===== config.mk =====
export PLATFORM = sky130hd
export DESIGN_NAME = tcfd_reg_file
export DESIGN_NICKNAME = d
export VERILOG_FILES = /design/src/hdl/tcfd_pkg.sv /design/src/hdl/tcfd_reg_file.sv
export SDC_FILE = /design/constraint.sdc
export NUM_CORES = 1
export LEC_CHECK = 0
export BUFFER_PORTS_ARGS = -buffer_cell sky130_fd_sc_hd__buf_2
export CORE_MARGIN = 2
export CORE_UTILIZATION = 25
export CTS_BUF_LIST = sky130_fd_sc_hd__clkbuf_16
export CTS_CLUSTER_DIAMETER = 150
export DETAILED_ROUTE_END_ITERATION = 7
export MAX_ROUTING_LAYER = met4
export PLACE_DENSITY = 0.45
export SLEW_MARGIN = 20
export SYNTH_ARGS = -nofsm -noshare
export SYNTH_HDL_FRONTEND = slang
export SYNTH_SLANG_ARGS = --single-unit

===== constraint.sdc =====
create_clock -name clk -period 3.5 [get_ports clk]
set_input_delay 0.875 -clock clk [delete_from_list [all_inputs] [get_ports clk]]
set_output_delay 0.875 -clock clk [all_outputs]
set_load 0.05 [all_outputs]

===== src/hdl/tcfd_pkg.sv =====
// Shared constants, types and helpers for the tiny CPU block.
package tcfd_pkg;

  localparam int unsigned MEM_WORDS = 4096;
  localparam int unsigned ADDR_W    = $clog2(MEM_WORDS);
  localparam int unsigned WORD_W    = 32;
  localparam int unsigned PC_W      = 17;
  localparam int unsigned REG_N     = 8;
  localparam int unsigned REG_AW    = $clog2(REG_N);

  localparam logic [PC_W-1:0] MEM_LIMIT = PC_W'(MEM_WORDS);

  typedef logic [WORD_W-1:0] word_t;

  typedef enum logic [1:0] {
    KIND_WRITE   = 2'd0,
    KIND_READ    = 2'd1,
    KIND_STEP    = 2'd2,
    KIND_RESTART = 2'd3
  } kind_t;

  typedef enum logic [1:0] {
    FAULT_NONE   = 2'd0,
    FAULT_FETCH  = 2'd1,
    FAULT_DATA   = 2'd2,
    FAULT_OPCODE = 2'd3
  } fault_t;

  localparam logic [3:0] OP_HALT  = 4'd0;
  localparam logic [3:0] OP_LOAD  = 4'd1;
  localparam logic [3:0] OP_ST    = 4'd2;
  localparam logic [3:0] OP_ADD   = 4'd3;
  localparam logic [3:0] OP_JUMP  = 4'd4;
  localparam logic [3:0] OP_MOVI  = 4'd5;
  localparam logic [3:0] OP_SUB   = 4'd6;

  typedef enum logic [2:0] {
    ALU_NONE,
    ALU_ADD,
    ALU_SUB,
    ALU_MOVI,
    ALU_LOAD,
    ALU_STORE
  } alu_t;

  typedef struct packed {
    logic              re;
    logic [ADDR_W-1:0] raddr;
    logic              we;
    logic [ADDR_W-1:0] waddr;
    word_t             wdata;
  } mem_req_t;

  typedef struct packed {
    logic              re;
    logic [REG_AW-1:0] raddr0;
    logic [REG_AW-1:0] raddr1;
    logic              we;
    logic [REG_AW-1:0] waddr;
    word_t             wdata;
    logic              clear;
  } rf_req_t;

  function automatic logic [REG_AW-1:0] reg_sel(input logic [3:0] field);
    return field[3] ? '0 : field[REG_AW-1:0];
  endfunction

endpackage


===== src/hdl/tcfd_reg_file.sv =====
// General register file: two registered read ports, one write port, clear on restart.
module tcfd_reg_file (
  input  logic              clk,
  input  logic              rst,
  input  tcfd_pkg::rf_req_t req,
  output tcfd_pkg::word_t   rdata0,
  output tcfd_pkg::word_t   rdata1
);

  tcfd_pkg::word_t             regs [tcfd_pkg::REG_N];
  logic [tcfd_pkg::REG_N-1:0]  valid;

  always_ff @(posedge clk) begin
    if (rst) begin
      valid <= '0;
    end else if (req.clear) begin
      valid <= '0;
    end else if (req.we) begin
      valid[req.waddr] <= 1'b1;
    end
  end

  always_ff @(posedge clk) begin
    if (req.we) begin
      regs[req.waddr] <= req.wdata;
    end
  end

  always_ff @(posedge clk) begin
    if (req.re) begin
      if (req.we && (req.waddr == req.raddr0)) begin
        rdata0 <= req.wdata;
      end else begin
        rdata0 <= valid[req.raddr0] ? regs[req.raddr0] : '0;
      end
      if (req.we && (req.waddr == req.raddr1)) begin
        rdata1 <= req.wdata;
      end else begin
        rdata1 <= valid[req.raddr1] ? regs[req.raddr1] : '0;
      end
    end
  end

endmodule


# ---- Word level (Yosys, flattened, before mapping)
# Memory sizes are Yosys's and may differ from the RTL's.
# Index checks and enable logic that the tools add are counted.
dict set report op_classes {
  order_cmp 4
  eq_ne 2
  muxes 12
  bitwise_logic 1
  n_reduce_logical 4
}
# operator count
set ops {}
lappend ops {{2-to-1 mux 32 bit} 4}
lappend ops {{less-than comparator 3 x 4 -> 1 bit, second input constant} 3}
lappend ops {{OR 8 bit} 1}
lappend ops {{binary-select mux 1 bit (select 3 bit)} 2}
lappend ops {{equality test 3 bit} 2}
lappend ops {{2-to-1 mux 1 bit} 5}
lappend ops {{demux 1 bit (select 3 bit)} 1}
lappend ops {{>= comparator 3 x 1 -> 1 bit, second input constant} 1}
lappend ops {{logical AND 1 bit} 3}
lappend ops {{OR reduction 2 bit} 1}
dict set report totals {
  reg_bits 72
  ram_bits 256
  inputBits 46
  wordCells 27
  mem_count 1
}
# memory depth width rd rd_ports_with_merged_regs wr line_no
set memory_table {}
lappend memory_table {regs 8 32 2 0 1 tcfd_reg_file.sv:10} ;# tcfd_pkg::word_t regs [tcfd_pkg::REG_N];

# ---- Longest topological paths before layout
# Gate-level depths: netlist of run 1.
dict set report depth {
  ltp_word 5
  ltp_mapped 7
  ltp_nobuf 4
}

# ---- Least setup slack after synthesis of run 1
# No wires, ideal clock.
dict set report synth_timing {
  path_kind {input to register}
  startpoint {input req[34] in the netlist's numbering}
  endpoint {memory regs[0][0] in the netlist's numbering, enable pin}
  arrival_time_ps 3319
  slack_ps -283
  cell_stages 2
  path_cell_list {buf_4 > nor3_1}
}
# item line_no
set synth_lines {}
lappend synth_lines {{from (decl)} tcfd_reg_file.sv:5} ;# input tcfd_pkg::rf_req_t req,
lappend synth_lines {{to (decl)} tcfd_reg_file.sv:10}
# No word-level cell before the write port.

# ---- Final worst setup path of run 1
dict set report layout_timing {
  startpoint {input req[38] in the netlist's numbering}
  endpoint {register rdata1[12], data pin}
}
dict set report layout_between {
  elab_chain_cells 4
  elab_cells_between_ends 7
}
# item line_no
set layout_rtl {}
lappend layout_rtl {{binary-select mux 1 bit (select 3 bit)} tcfd_reg_file.sv:39} ;# rdata1 <= valid[req.raddr1] ? regs[req.raddr1] : '0;
lappend layout_rtl {{2-to-1 mux 1 bit (not written as such)} tcfd_reg_file.sv:39}
lappend layout_rtl {{2-to-1 mux 32 bit} tcfd_reg_file.sv:39}
lappend layout_rtl {{2-to-1 mux 32 bit (*)} tcfd_reg_file.sv:36} ;# if (req.we && (req.waddr == req.raddr1)) begin
lappend layout_rtl {{to (signal assigned)} tcfd_reg_file.sv:37} ;# rdata1 <= req.wdata;
lappend layout_rtl {{to (signal assigned)} tcfd_reg_file.sv:39}
lappend layout_rtl {{to (decl)} tcfd_reg_file.sv:7} ;# output tcfd_pkg::word_t rdata1
# Mark *: on every way between the ends. The rest lies on a longest branch, timed or not. The select of a mux whose other input is x is not followed.
# A chain may end at the register's enable or synchronous reset.

==> results of run 1 <==
[Yosys cell counts, drive strengths merged]
cell type and n:
a2111oi 2, or4 2, buf 33, nand2 66, mux2i 64, mux2 2
o21ai 64, nor3 2, nor2b 4, xnor2 6, nand2b 3, dfxtp 8
nor3b 2, edfxtp 320, o21a 8, and4 2, nor2 7, clkbuf 21
mux4 130
[worst max path at each step]
stage          slack [ps]              endpoint  cells past startpoint
6_report             1190  rdata1[12]$_DFFE_PP_                      5
3_3_place_gp          630  rdata1[10]$_DFFE_PP_                      5
4_1_cts              1200  rdata1[10]$_DFFE_PP_                      5
2_1_floorplan        -280  regs[0][0]$_DFFE_PP_                      2
3_5_place_dp          620  rdata1[10]$_DFFE_PP_                      5
5_1_grt              1070  rdata1[18]$_DFFE_PP_                      5
[routing by layer]
layer	up-vias	wire, um	global-route usage
met3	49	1876	0.02416
li1	3355	-	-
met4	0	745	0.03551
met1	3998	16890	0.1693
met5	-	0	-
met2	168	19340	0.2213
[through the flow]
step | total power (W) | setup slack, ps | util | cell area [um2] | instances
5_1_grt | 0.009936 | 1067 | 0.3020 | 17360 | 1664
6_report | 0.009597 | 1185 | 0.3021 | 17360 | 1667
3_5_place_dp | 0.005656 | 618.7 | 0.2798 | 16080 | 1596
4_1_cts | 0.009747 | 1195 | 0.3019 | 17350 | 1661
2_1_floorplan | 0.005304 | -282.5 | - | 14490 | 746
3_3_place_gp | 0.005653 | 630.9 | 0.2798 | 16080 | 1596
[report_power, final]
part           leakage (nW)  switching, W  total [W]  internal, W
clock                 0.634       0.00156    0.00405      0.00249
sequential             3.04     0.0000638    0.00456      0.00450
combinational          2.09      0.000643   0.000991     0.000348
[cells by family after synthesis]
group / count (synthesis) / share of synthesized area
buf+inv: 54 / 0.02013
flops: 328 / 0.6744
compound gates: 74 / 0.02747
mux: 196 / 0.2479
xor+xnor: 6 / 0.003628
simple gates: 88 / 0.02643
[state kept, by name, indices dropped and copies added, names as in the netlist]
name    count
rdata0     32
rdata1     32
regs      256
valid       8
[final cells by class]
cell class | instances | area (um2)
multi-input combinational | 364 | 4482
fill | 5623 | 40110
clock buffer | 38 | 950.9
tap | 765 | 957.2
timing repair buffer | 139 | 870.8
clock inverter | 27 | 319.1
antenna | 6 | 15.01
sequential | 328 | 9769
==> summary.txt, run 1 <==
Outcome
  • Status: finished clean

Synthesis
  • Seq cells post-synth: 328
  • Synth area leader: edfxtp_1
  • Syn nets: 792
  • Avg Inst Size Synth: 19.42 um2
  • Dominant cells by area after synthesis: edfxtp_1, mux4_2, mux2i_1
  • Mapped Cells: 746
  • Seq/Total Area, Yosys: 0.6744
  • Synth warn: 0
  • Yosys top cell area share: 0.6634
  • Netlist Area Pre-Place: 0.01449 mm2
  • Distinct cells, synth: 23

Hold path
  • Hold crit path type: reg2reg
  • Hold depth: 1
  • Hold EP: valid[0]$_SDFFE_PP0P_
  • Hold_sp: valid[0]$_SDFFE_PP0P_

CTS
  • Root buffer cell: clkbuf_16
  • Clock Sinks: 328
  • TritonCTS Buffers: 37
  • Hold-fix buffers at CTS: 0
  • Clock Path Buffers: 3
  • Clk Latency, worst-skew pair: 530 ps
  • Post-CTS setup buffers: 0
  • Htree depth: 2
  • # resized after CTS: 0
  • CTS tree: built
  • Clk pin slew, worst setup/hold paths: 60 ps

Run
  • Max_cap viols: 0

Floorplan
  • I/O pin cnt: 110
  • Starting Density: 0.2520
  • Die ar.: 0.05988 mm2
  • Row count: 88
  • Die X: 244.7 um
  • Height of the die: 244.7 um
  • Core Area: 0.05748 mm2

Final layout
  • Commonest non-fill, non-tap cell in the layout: edfxtp_1
  • NumNets Final: 916
  • Layout area overhead: 19.88%
  • Share of layout cells above drive strength 1: 0.3717
  • Most frequent cells in the layout: edfxtp_1, mux4_2, buf_2, nand2_1

Placement
  • Post-DP HPWL: 22690 um
  • RD Place Congestion: 0.7026
  • Port buffer count: 109

Worst setup path
  • Reg2reg setup slack: 1560 ps
  • Worst Path Max Fanout: 32
  • Worst setup EP type: flop
  • Critical path class: in2reg
  • CP Buf/Inv Count: 1
  • CP top delay family: simple AND/OR/NAND/NOR gates
  • Reg2reg start: valid[7]$_SDFFE_PP0P_
  • Cells along the critical path: buf_4, xnor2_1, and4_2, or4_4, o21ai_1
  • Startpoint Class: primary input
  • Number of cells on the worst reg-to-reg path: 4
  • WP data required: 3860 ps
  • CP peak stage delay: 850 ps
  • Critical Path Slowest Stage Cell: or4_4
  • WP data arrival: 2680 ps
  • R2r endpoint: rdata0[2]$_DFFE_PP_
  • CP startpoint: req[38]

Route
  • WL/cell: 23.30 um
  • Initial DRC count: 501
  • Residual DRC: 0
  • Routed Antenna Nets: 0
  • Pre-Repair DR Iteration Count: 4
  • Via count: 7570
  • Routed wire length: 38850 um
  • Vias/cell: 4.541

STA
  • Final slew viol count: 0
  • Sum Neg Setup Slack: 0 ps
  • Hold_ws: 474.5 ps
  • Final clock skew: 24.49 ps
  • Slew Limit Headroom: 0.4606
  • FMAX: 432.0 MHz
  • Final setup viols: 0
  • Slew @ Worst Pin: 806.2 ps
  • Hold Fails Final Rpt: 0
  • Final worst-path cycle share: 0.6613
  • Final worst path period need: 2315 ps
  • RSZ-0062 raised after global routing: false

Global routing
  • Number of global-route vias before repair: 8143
  • Initial antenna violation count: 7
  • Largest net degree at the start of global routing: 42
  • Grt ovf: 0
  • Global-route wire length before repair: 56290 um
  • Total global-route track usage: 0.1338

Power
  • Power per cell area: 552.7 mW/mm2
  • Leakage: 5.761 nW
  • Maximum VDD drop: 0.0003132 V
Note: power is estimated with default switching activity, not from simulation.
==> run 2: changes to the inputs <==
--- a/config.mk
+++ b/config.mk
@@ -5,6 +5,7 @@
 export SDC_FILE = /design/constraint.sdc
 export NUM_CORES = 1
 export LEC_CHECK = 0
+export ABC_AREA = 1
 export BUFFER_PORTS_ARGS = -buffer_cell sky130_fd_sc_hd__buf_2
 export CORE_MARGIN = 2
 export CORE_UTILIZATION = 25
@@ -12,7 +13,7 @@
 export CTS_CLUSTER_DIAMETER = 150
 export DETAILED_ROUTE_END_ITERATION = 7
 export MAX_ROUTING_LAYER = met4
-export PLACE_DENSITY = 0.45
+export PLACE_DENSITY = 0.44
 export SLEW_MARGIN = 20
 export SYNTH_ARGS = -nofsm -noshare
 export SYNTH_HDL_FRONTEND = slang
==> constraint.sdc (replaced) <==
create_clock -name clk -period 2.4 [get_ports clk]
set_input_delay 0.6 -clock clk [delete_from_list [all_inputs] [get_ports clk]]
set_output_delay 0.6 -clock clk [all_outputs]
set_load 0.05 [all_outputs]
==> run 2 against run 1 <==
  * Critical endpoint is now rdata1[0]
  * Via count increased by 88%
  * Critical path type is now reg2out
  * Utilization fell by 0.75 points
  * Synthesized cell count increased to 2.8 times the previous value
  * Clock skew increased by 0.88 ps
  * Die area increased by 18%
  * Combinational power grew 86%
  * Count of clock-buffer cells in the layout is 4 higher
==> summary.txt, run 2 <==
Outcome
  • Status: finished clean

CTS
  • Root buffer cell: clkbuf_16
  • Clock Path Buffers: 3 (unchanged)
  • TritonCTS Buffers: 42 (+14%)
  • Clk pin slew, worst setup/hold paths: 60 ps (about the same)
  • Hold-fix buffers at CTS: 0 (unchanged)
  • Htree depth: 2 (unchanged)
  • CTS tree: built
  • Clk Latency, worst-skew pair: 570 ps (+40 ps)
  • # resized after CTS: 0 (unchanged)
  • Clock Sinks: 328 (unchanged)
  • Post-CTS setup buffers: 0 (unchanged)

Floorplan
  • I/O pin cnt: 110 (unchanged)
  • Height of the die: 266.2 um (+8.8%)
  • Die ar.: 0.07087 mm2 (+18%)
  • Row count: 96 (+9.1%)
  • Core Area: 0.06835 mm2 (+19%)
  • Die X: 266.2 um (+8.8%)
  • Starting Density: 0.2515 (-0.0005234)

Synthesis
  • Post-synth EDFFs: 320 (unchanged)
  • Netlist Area Pre-Place: 0.01719 mm2 (+19%)
  • Yosys top cell area share: 0.5590 (-0.1044)
  • Top cells by count, synth: nand2_1, nand3_1, edfxtp_1
  • Seq cells post-synth: 328 (unchanged)
  • Syn nets: 2131 (+170%)
  • Adder-cell share of the synthesized area: 0 (unchanged)
  • Most used DFF post-synth: edfxtp_1
  • Post-synthesis mux area share: 0 (-0.2479)
  • Synth warn: 0 (unchanged)
  • Distinct cells, synth: 20 (-13%)
  • Seq/Total Area, Yosys: 0.5684 (-0.1061)
  • Compound-Gate Fraction of Synth Area: 0.001529 (-0.02594)
  • Post-synthesis simple-gate area fraction: 0.3199 (+0.2935)
  • Dominant cells by area after synthesis: edfxtp_1, nand2_1, nand3_1
  • XOR/XNOR share of the synthesized area: 0.0005095 (-0.003118)
  • Largest family of logic cells by synthesized area: simple AND/OR/NAND/NOR gates
  • Synth area leader: edfxtp_1
  • Mapped Cells: 2085 (+180%)
  • Post-synth ARST share: 0 (unchanged)
  • Count leader, synth: nand2_1
  • Avg Inst Size Synth: 8.244 um2 (-58%)

Global routing
  • Largest net degree at the start of global routing: 73 (+74%)
  • Grt ovf: 0 (unchanged)
  • M1 GR Usage: 0.2171 (+0.04780)
  • Gr busiest metal: met2
  • Number of global-route vias before repair: 13.81k (+70%)
  • Met2 Usage GRT: 0.2660 (+0.04475)
  • Total global-route track usage: 0.1654 (+0.03166)
  • Initial antenna violation count: 1 (-6)
  • Global-route wire length before repair: 85440 um (+52%)
  • Met3 Usage GRT: 0.02320 (-0.0009658)

Final layout
  • Commonest non-fill, non-tap cell in the layout: nand2_1
  • Top Registers: regs: 256 flops, rdata0: 32 flops, rdata1: 32 flops
  • Max reg flops: 256 (unchanged)
  • Share of layout cells above drive strength 1: 0.1108 (-0.2608)
  • Largest Register: regs
  • Antenna Cells: 0 (-6)
  • Most frequent cells in the layout: nand2_1, nand3_1, edfxtp_1, inv_1, buf_2
  • Filler cell count: 7118 (+27%)
  • Final Instance Area: 0.02014 mm2 (+16%)
  • Layout area overhead: 17.15%
  • Finished Layout Cells: 3093 (+86%)
  • NumNets Final: 2225 (+140%)

Worst setup path
  • CP peak stage delay: 440 ps (-410 ps)
  • Startpoint Class: flop
  • Critical Path Slowest Stage Cell: edfxtp_1
  • CP top delay family: flip-flops
  • WP data arrival: 1320 ps (-1360 ps)
  • Cells along the critical path: buf_2
  • Reg2reg setup slack: 910 ps (-650 ps)
  • Worst Path Max Fanout: 1 (-97%)
  • Number of cells on the worst reg-to-reg path: 9 (+5)
  • Critical path class: reg2out
  • Worst setup EP type: output pin
  • WP data required: 1800 ps (-2060 ps)
  • Reg2reg start: valid[5]$_SDFFE_PP0P_
  • CP Buf/Inv Count: 1 (unchanged)
  • R2r endpoint: rdata0[5]$_DFFE_PP_

Power
  • Power per cell area: 711.3 mW/mm2 (+29%)
  • Maximum VDD drop: 0.0004113 V (+31%)
  • Leakage: 9.487 nW (+65%)

STA
  • Hold Fails Final Rpt: 0 (unchanged)
  • Final worst-path cycle share: 0.8007
  • Final slew viol count: 0 (unchanged)
  • Final setup viols: 0 (unchanged)
  • RSZ-0062 raised after global routing: false
  • FMAX: 520.4 MHz
  • Slew Limit Headroom: 0.6073 (+0.1467)
  • Final worst path period need: 1922 ps
  • Final clock skew: 25.37 ps (+0.8792 ps)
  • Slew @ Worst Pin: 589.0 ps (-217.1 ps)
  • Hold_ws: 334.8 ps (-139.7 ps)
  • Sum Neg Setup Slack: 0 ps (unchanged)

Hold path
  • Hold EP: regs[6][10]$_DFFE_PP_
  • Hold crit path type: in2reg
  • Hold_sp: req[11]
  • Hold depth: 1 (unchanged)

Placement
  • Port buffer count: 109 (unchanged)
  • Post-DP HPWL: 32560 um (+43%)
  • RD Place Congestion: 0.7893 (+12%)
  • Placed Cells: 3017 (+89%)
  • DP Area: 0.01886 mm2 (+17%)

Route
  • Residual DRC: 0 (unchanged)
  • Pre-Repair DR Iteration Count: 6 (+2)
  • Via count: 14.22k (+88%)
  • WL/cell: 18.45 um (-21%)
  • Routed Antenna Nets: 0 (unchanged)
  • Routed wire length: 57060 um (+47%)
  • Vias/cell: 4.599 (+1.3%)
  • Initial DRC count: 1264 (+150%)

Run
  • Max_cap viols: 0 (unchanged)
[run 2: cell count changes after synthesis, moves of 45 or more]
cell,change
nand2_1,+928
nand3_1,+329
inv_1,+272
mux4_2,-130
mux2i_1,-64
o21ai_1,-64
buf_2,+45
[run 2: logic make-up after synthesis]
kind of cell              Yosys count
AOI/OAI and AO/OA                   5
xor gates and xnor gates            1
buffers and inverters             397
DFF                               328
and+or+nand+nor                  1354
[run 2: worst max-delay path by stage]
| stage | startpoint | depth (start not counted) | to |
|---|---|---|---|
| 2_1_floorplan | req[35] | 4 | regs[4][0]$_DFFE_PP_ |
| 3_3_place_gp | req[35] | 9 | rdata0[17]$_DFFE_PP_ |
| 3_5_place_dp | req[37] | 10 | rdata1[24]$_DFFE_PP_ |
| 4_1_cts | rdata1[0]$_DFFE_PP_ | 1 | rdata1[0] |
| 5_1_grt | rdata1[0]$_DFFE_PP_ | 1 | rdata1[0] |
| 6_report | rdata1[0]$_DFFE_PP_ | 1 | rdata1[0] |
[run 2: where the power goes]
group	total [W]	switching (W)	internal [W]
Combinational	0.00184	0.00135	0.000487
Clock	0.00589	0.00250	0.00340
Sequential	0.00659	0.0000595	0.00653
[run 2: area by class of cell]
cell class	count	area (um2)	area share
Clock buffer	42	1051	0.05219
Clock inverter	34	225.2	0.01118
Inverter	278	1052	0.05226
Multi-Input combinational cell	1360	5594	0.2778
Sequential cell	328	9769	0.4852
Tap cell	882	1104	0.05480
Timing Repair Buffer	169	1341	0.06661
[run 2: metrics by stage]
step	worst slack, ps	util	power [W]
3_3_place_gp	318.9	0.2760	0.008550
6_report	478.3	0.2946	0.01432
4_1_cts	453.7	0.2946	0.01452
3_5_place_dp	310.2	0.2760	0.008560
5_1_grt	428.3	0.2946	0.01492
2_1_floorplan	-184.9	-	0.007896
[run 2: layer usage]
layer  wire length [um]  part of all wire
met1              25090              0.44
met2              26810              0.47
met3               3744             0.066
met4               1414             0.025
met5                  0                 0
==> run 3: changes to the inputs <==
--- a/config.mk
+++ b/config.mk
@@ -13,7 +13,7 @@
 export CTS_CLUSTER_DIAMETER = 150
 export DETAILED_ROUTE_END_ITERATION = 7
 export MAX_ROUTING_LAYER = met4
-export PLACE_DENSITY = 0.44
+export PLACE_DENSITY = 0.45
 export SLEW_MARGIN = 20
 export SYNTH_ARGS = -nofsm -noshare
 export SYNTH_HDL_FRONTEND = slang
==> constraint.sdc (replaced) <==
create_clock -name clk -period 1.6 [get_ports clk]
set_input_delay 0.4 -clock clk [delete_from_list [all_inputs] [get_ports clk]]
set_output_delay 0.4 -clock clk [all_outputs]
set_load 0.05 [all_outputs]
==> run 3 against run 2 <==
  * Worst setup slack got worse by 560 ps
  * Combinational power is 67% higher
  * Critical path type unchanged
  * Power up 49%
  * Critical path depth did not move
  * Largest cell class unchanged
  * Die area unchanged
  * Sequential share of layout area shrank 2.4 points
  * Critical endpoint unchanged
  * Design area rose by 5.3%
  * The run now ends with setup timing left
  * Non-clock buffer count increased by 78
==> summary.txt, run 3 (same netlist as run 2, synthesis figures left out) <==
CTS
  • Htree depth: 2 (unchanged)
  • TritonCTS Buffers: 41 (-2.4%)
  • Clock Sinks: 328 (unchanged)
  • Post-CTS setup buffers: 0 (unchanged)
  • CTS tree: built
  • Clk Latency, worst-skew pair: 570 ps (about the same)
  • Clock Path Buffers: 3 (unchanged)
  • Root buffer cell: clkbuf_16
  • Clk pin slew, worst setup/hold paths: 60 ps (about the same)
  • Hold-fix buffers at CTS: 0 (unchanged)

STA
  • Final worst path period need: 1678 ps
  • Slew Limit Headroom: 0.6163 (+0.009003)
  • Hold Fails Final Rpt: 0 (unchanged)
  • FMAX: 596.1 MHz
  • RSZ-0062 raised after global routing: true
  • Post-route setup slack: -77.62 ps (-555.9 ps)
  • Hold_ws: 147.8 ps (-187.0 ps)
  • Final slew viol count: 0 (unchanged)
  • Slew @ Worst Pin: 575.5 ps (-13.50 ps)
  • Final clock skew: 19.09 ps (-6.281 ps)
  • Final worst-path cycle share: 1.049
  • Final setup viols: 7 (+7)

Placement
  • RD Place Congestion: 0.8183 (+3.7%)
  • Post-DP HPWL: 37650 um (+16%)
  • Port buffer count: 109 (unchanged)
  • Placed Cells: 3095 (+2.6%)

Final layout
  • NumNets Final: 2302 (+3.5%)
  • Core Util, Final: 0.3101 (+0.01551)
  • Top Registers: regs: 256 flops, rdata0: 32 flops, rdata1: 32 flops
  • Antenna Cells: 0 (unchanged)
  • Layout area overhead: 23.32%
  • Share of layout cells above drive strength 1: 0.1389 (+0.02812)
  • Max reg flops: 256 (unchanged)
  • Finished Layout Cells: 3171 (+2.5%)
  • Largest Register: regs
  • Most frequent cells in the layout: nand2_1, nand3_1, edfxtp_1, inv_1, buf_4
  • Commonest non-fill, non-tap cell in the layout: nand2_1

Route
  • WL/cell: 18.38 um (-0.38%)
  • Vias/cell: 4.535 (-1.4%)
  • Routed wire length: 58280 um (+2.1%)
  • Initial DRC count: 1125 (-11%)
  • Via count: 14.38k (+1.1%)
  • Routed Antenna Nets: 0 (unchanged)
  • Residual DRC: 0 (unchanged)
  • Pre-Repair DR Iteration Count: 5 (-1)

Floorplan
  • Row count: 96 (unchanged)
  • Core Area: 0.06835 mm2 (unchanged)
  • Die ar.: 0.07087 mm2 (unchanged)
  • Height of the die: 266.2 um (unchanged)
  • I/O pin cnt: 110 (unchanged)
  • Die X: 266.2 um (unchanged)
  • Starting Density: 0.2515 (unchanged)

Worst setup path
  • Cells along the critical path: buf_6
  • Critical Path Slowest Stage Cell: edfxtp_1
  • Critical path class: reg2out
  • CP top delay family: flip-flops
  • WP data arrival: 1280 ps (-40 ps)
  • Worst Path Max Fanout: 1 (unchanged)
  • Reg2reg setup slack: 130 ps (-780 ps)
  • Worst setup EP type: output pin
  • WP data required: 1200 ps (-600 ps)
  • CP Buf/Inv Count: 1 (unchanged)
  • Startpoint Class: flop
  • CP peak stage delay: 500 ps (+60 ps)

Outcome
  • Status: complete, but fails checks
  • Failing checks: setup timing

Global routing
  • Initial antenna violation count: 1 (unchanged)
  • Total global-route track usage: 0.1673 (+0.001889)
  • Number of global-route vias before repair: 14.11k (+2.2%)
  • Global-route wire length before repair: 86920 um (+1.7%)
  • Largest net degree at the start of global routing: 35 (-52%)
  • Grt ovf: 0 (unchanged)

Hold path
  • Hold crit path type: in2reg

Run
  • Max_cap viols: 0 (unchanged)

Power
  • Leakage: 9.996 nW (+5.4%)
  • Maximum VDD drop: 0.0006884 V (+67%)
  • Power per cell area: 1010 mW/mm2 (+42%)
-- run 3: final cells by class --
type,count,area (um2)
fill,7068,47150
timing repair buffer,247,2479
tap,882,1104
sequential,328,9769
inverter,278,1052
clock inverter,35,172.7
clock buffer,41,1026
multi-input combinational,1360,5594
-- run 3: timing repair --
| action | in CTS | in global routing |
|---|---|---|
| gates cloned | 0 | 0 |
| endpoints found under the setup margin | 34 | 26 |
| resized for setup | 55 | 18 |
-- run 3: metrics by stage --
stage / cell area [um2] / setup slack, ps / power [W] / setup TNS, ps
floorplan: 17210 / -293.3 / 0.01185 / -62520
finish: 21200 / -77.62 / 0.02141 / -239.2
global route: 21200 / -106.0 / 0.02226 / -745.9
global placement: 19800 / -322.8 / 0.01309 / -27720
detailed placement: 19800 / -363.1 / 0.01311 / -27380
CTS: 21160 / -120.9 / 0.02170 / -737.0
-- run 3: power breakdown --
| part | switching [W] | total (W) | internal [W] |
|---|---|---|---|
| Clock | 0.00375 | 0.00842 | 0.00467 |
| Sequential | 0.000113 | 0.00991 | 0.00980 |
| Combinational | 0.00207 | 0.00307 | 0.00100 |
-- run 3: final timing paths --
path,endpoint,cells past startpoint,start
setup reg to reg,rdata0[29]$_DFFE_PP_,10,valid[1]$_SDFFE_PP0P_
hold / removal,regs[5][8]$_DFFE_PP_,1,req[9]
hold reg to reg,valid[1]$_SDFFE_PP0P_,2,valid[1]$_SDFFE_PP0P_
setup / recovery,rdata1[0],1,rdata1[0]$_DFFE_PP_
-- run 3: per-layer routing --
layer / vias to the layer above / global-route usage / share of wire
li1: 6918 / - / -
met1: 6948 / 0.2217 / 0.46
met2: 419 / 0.2701 / 0.47
met3: 96 / 0.02107 / 0.050
met4: 0 / 0.04464 / 0.021
met5: - / - / 0
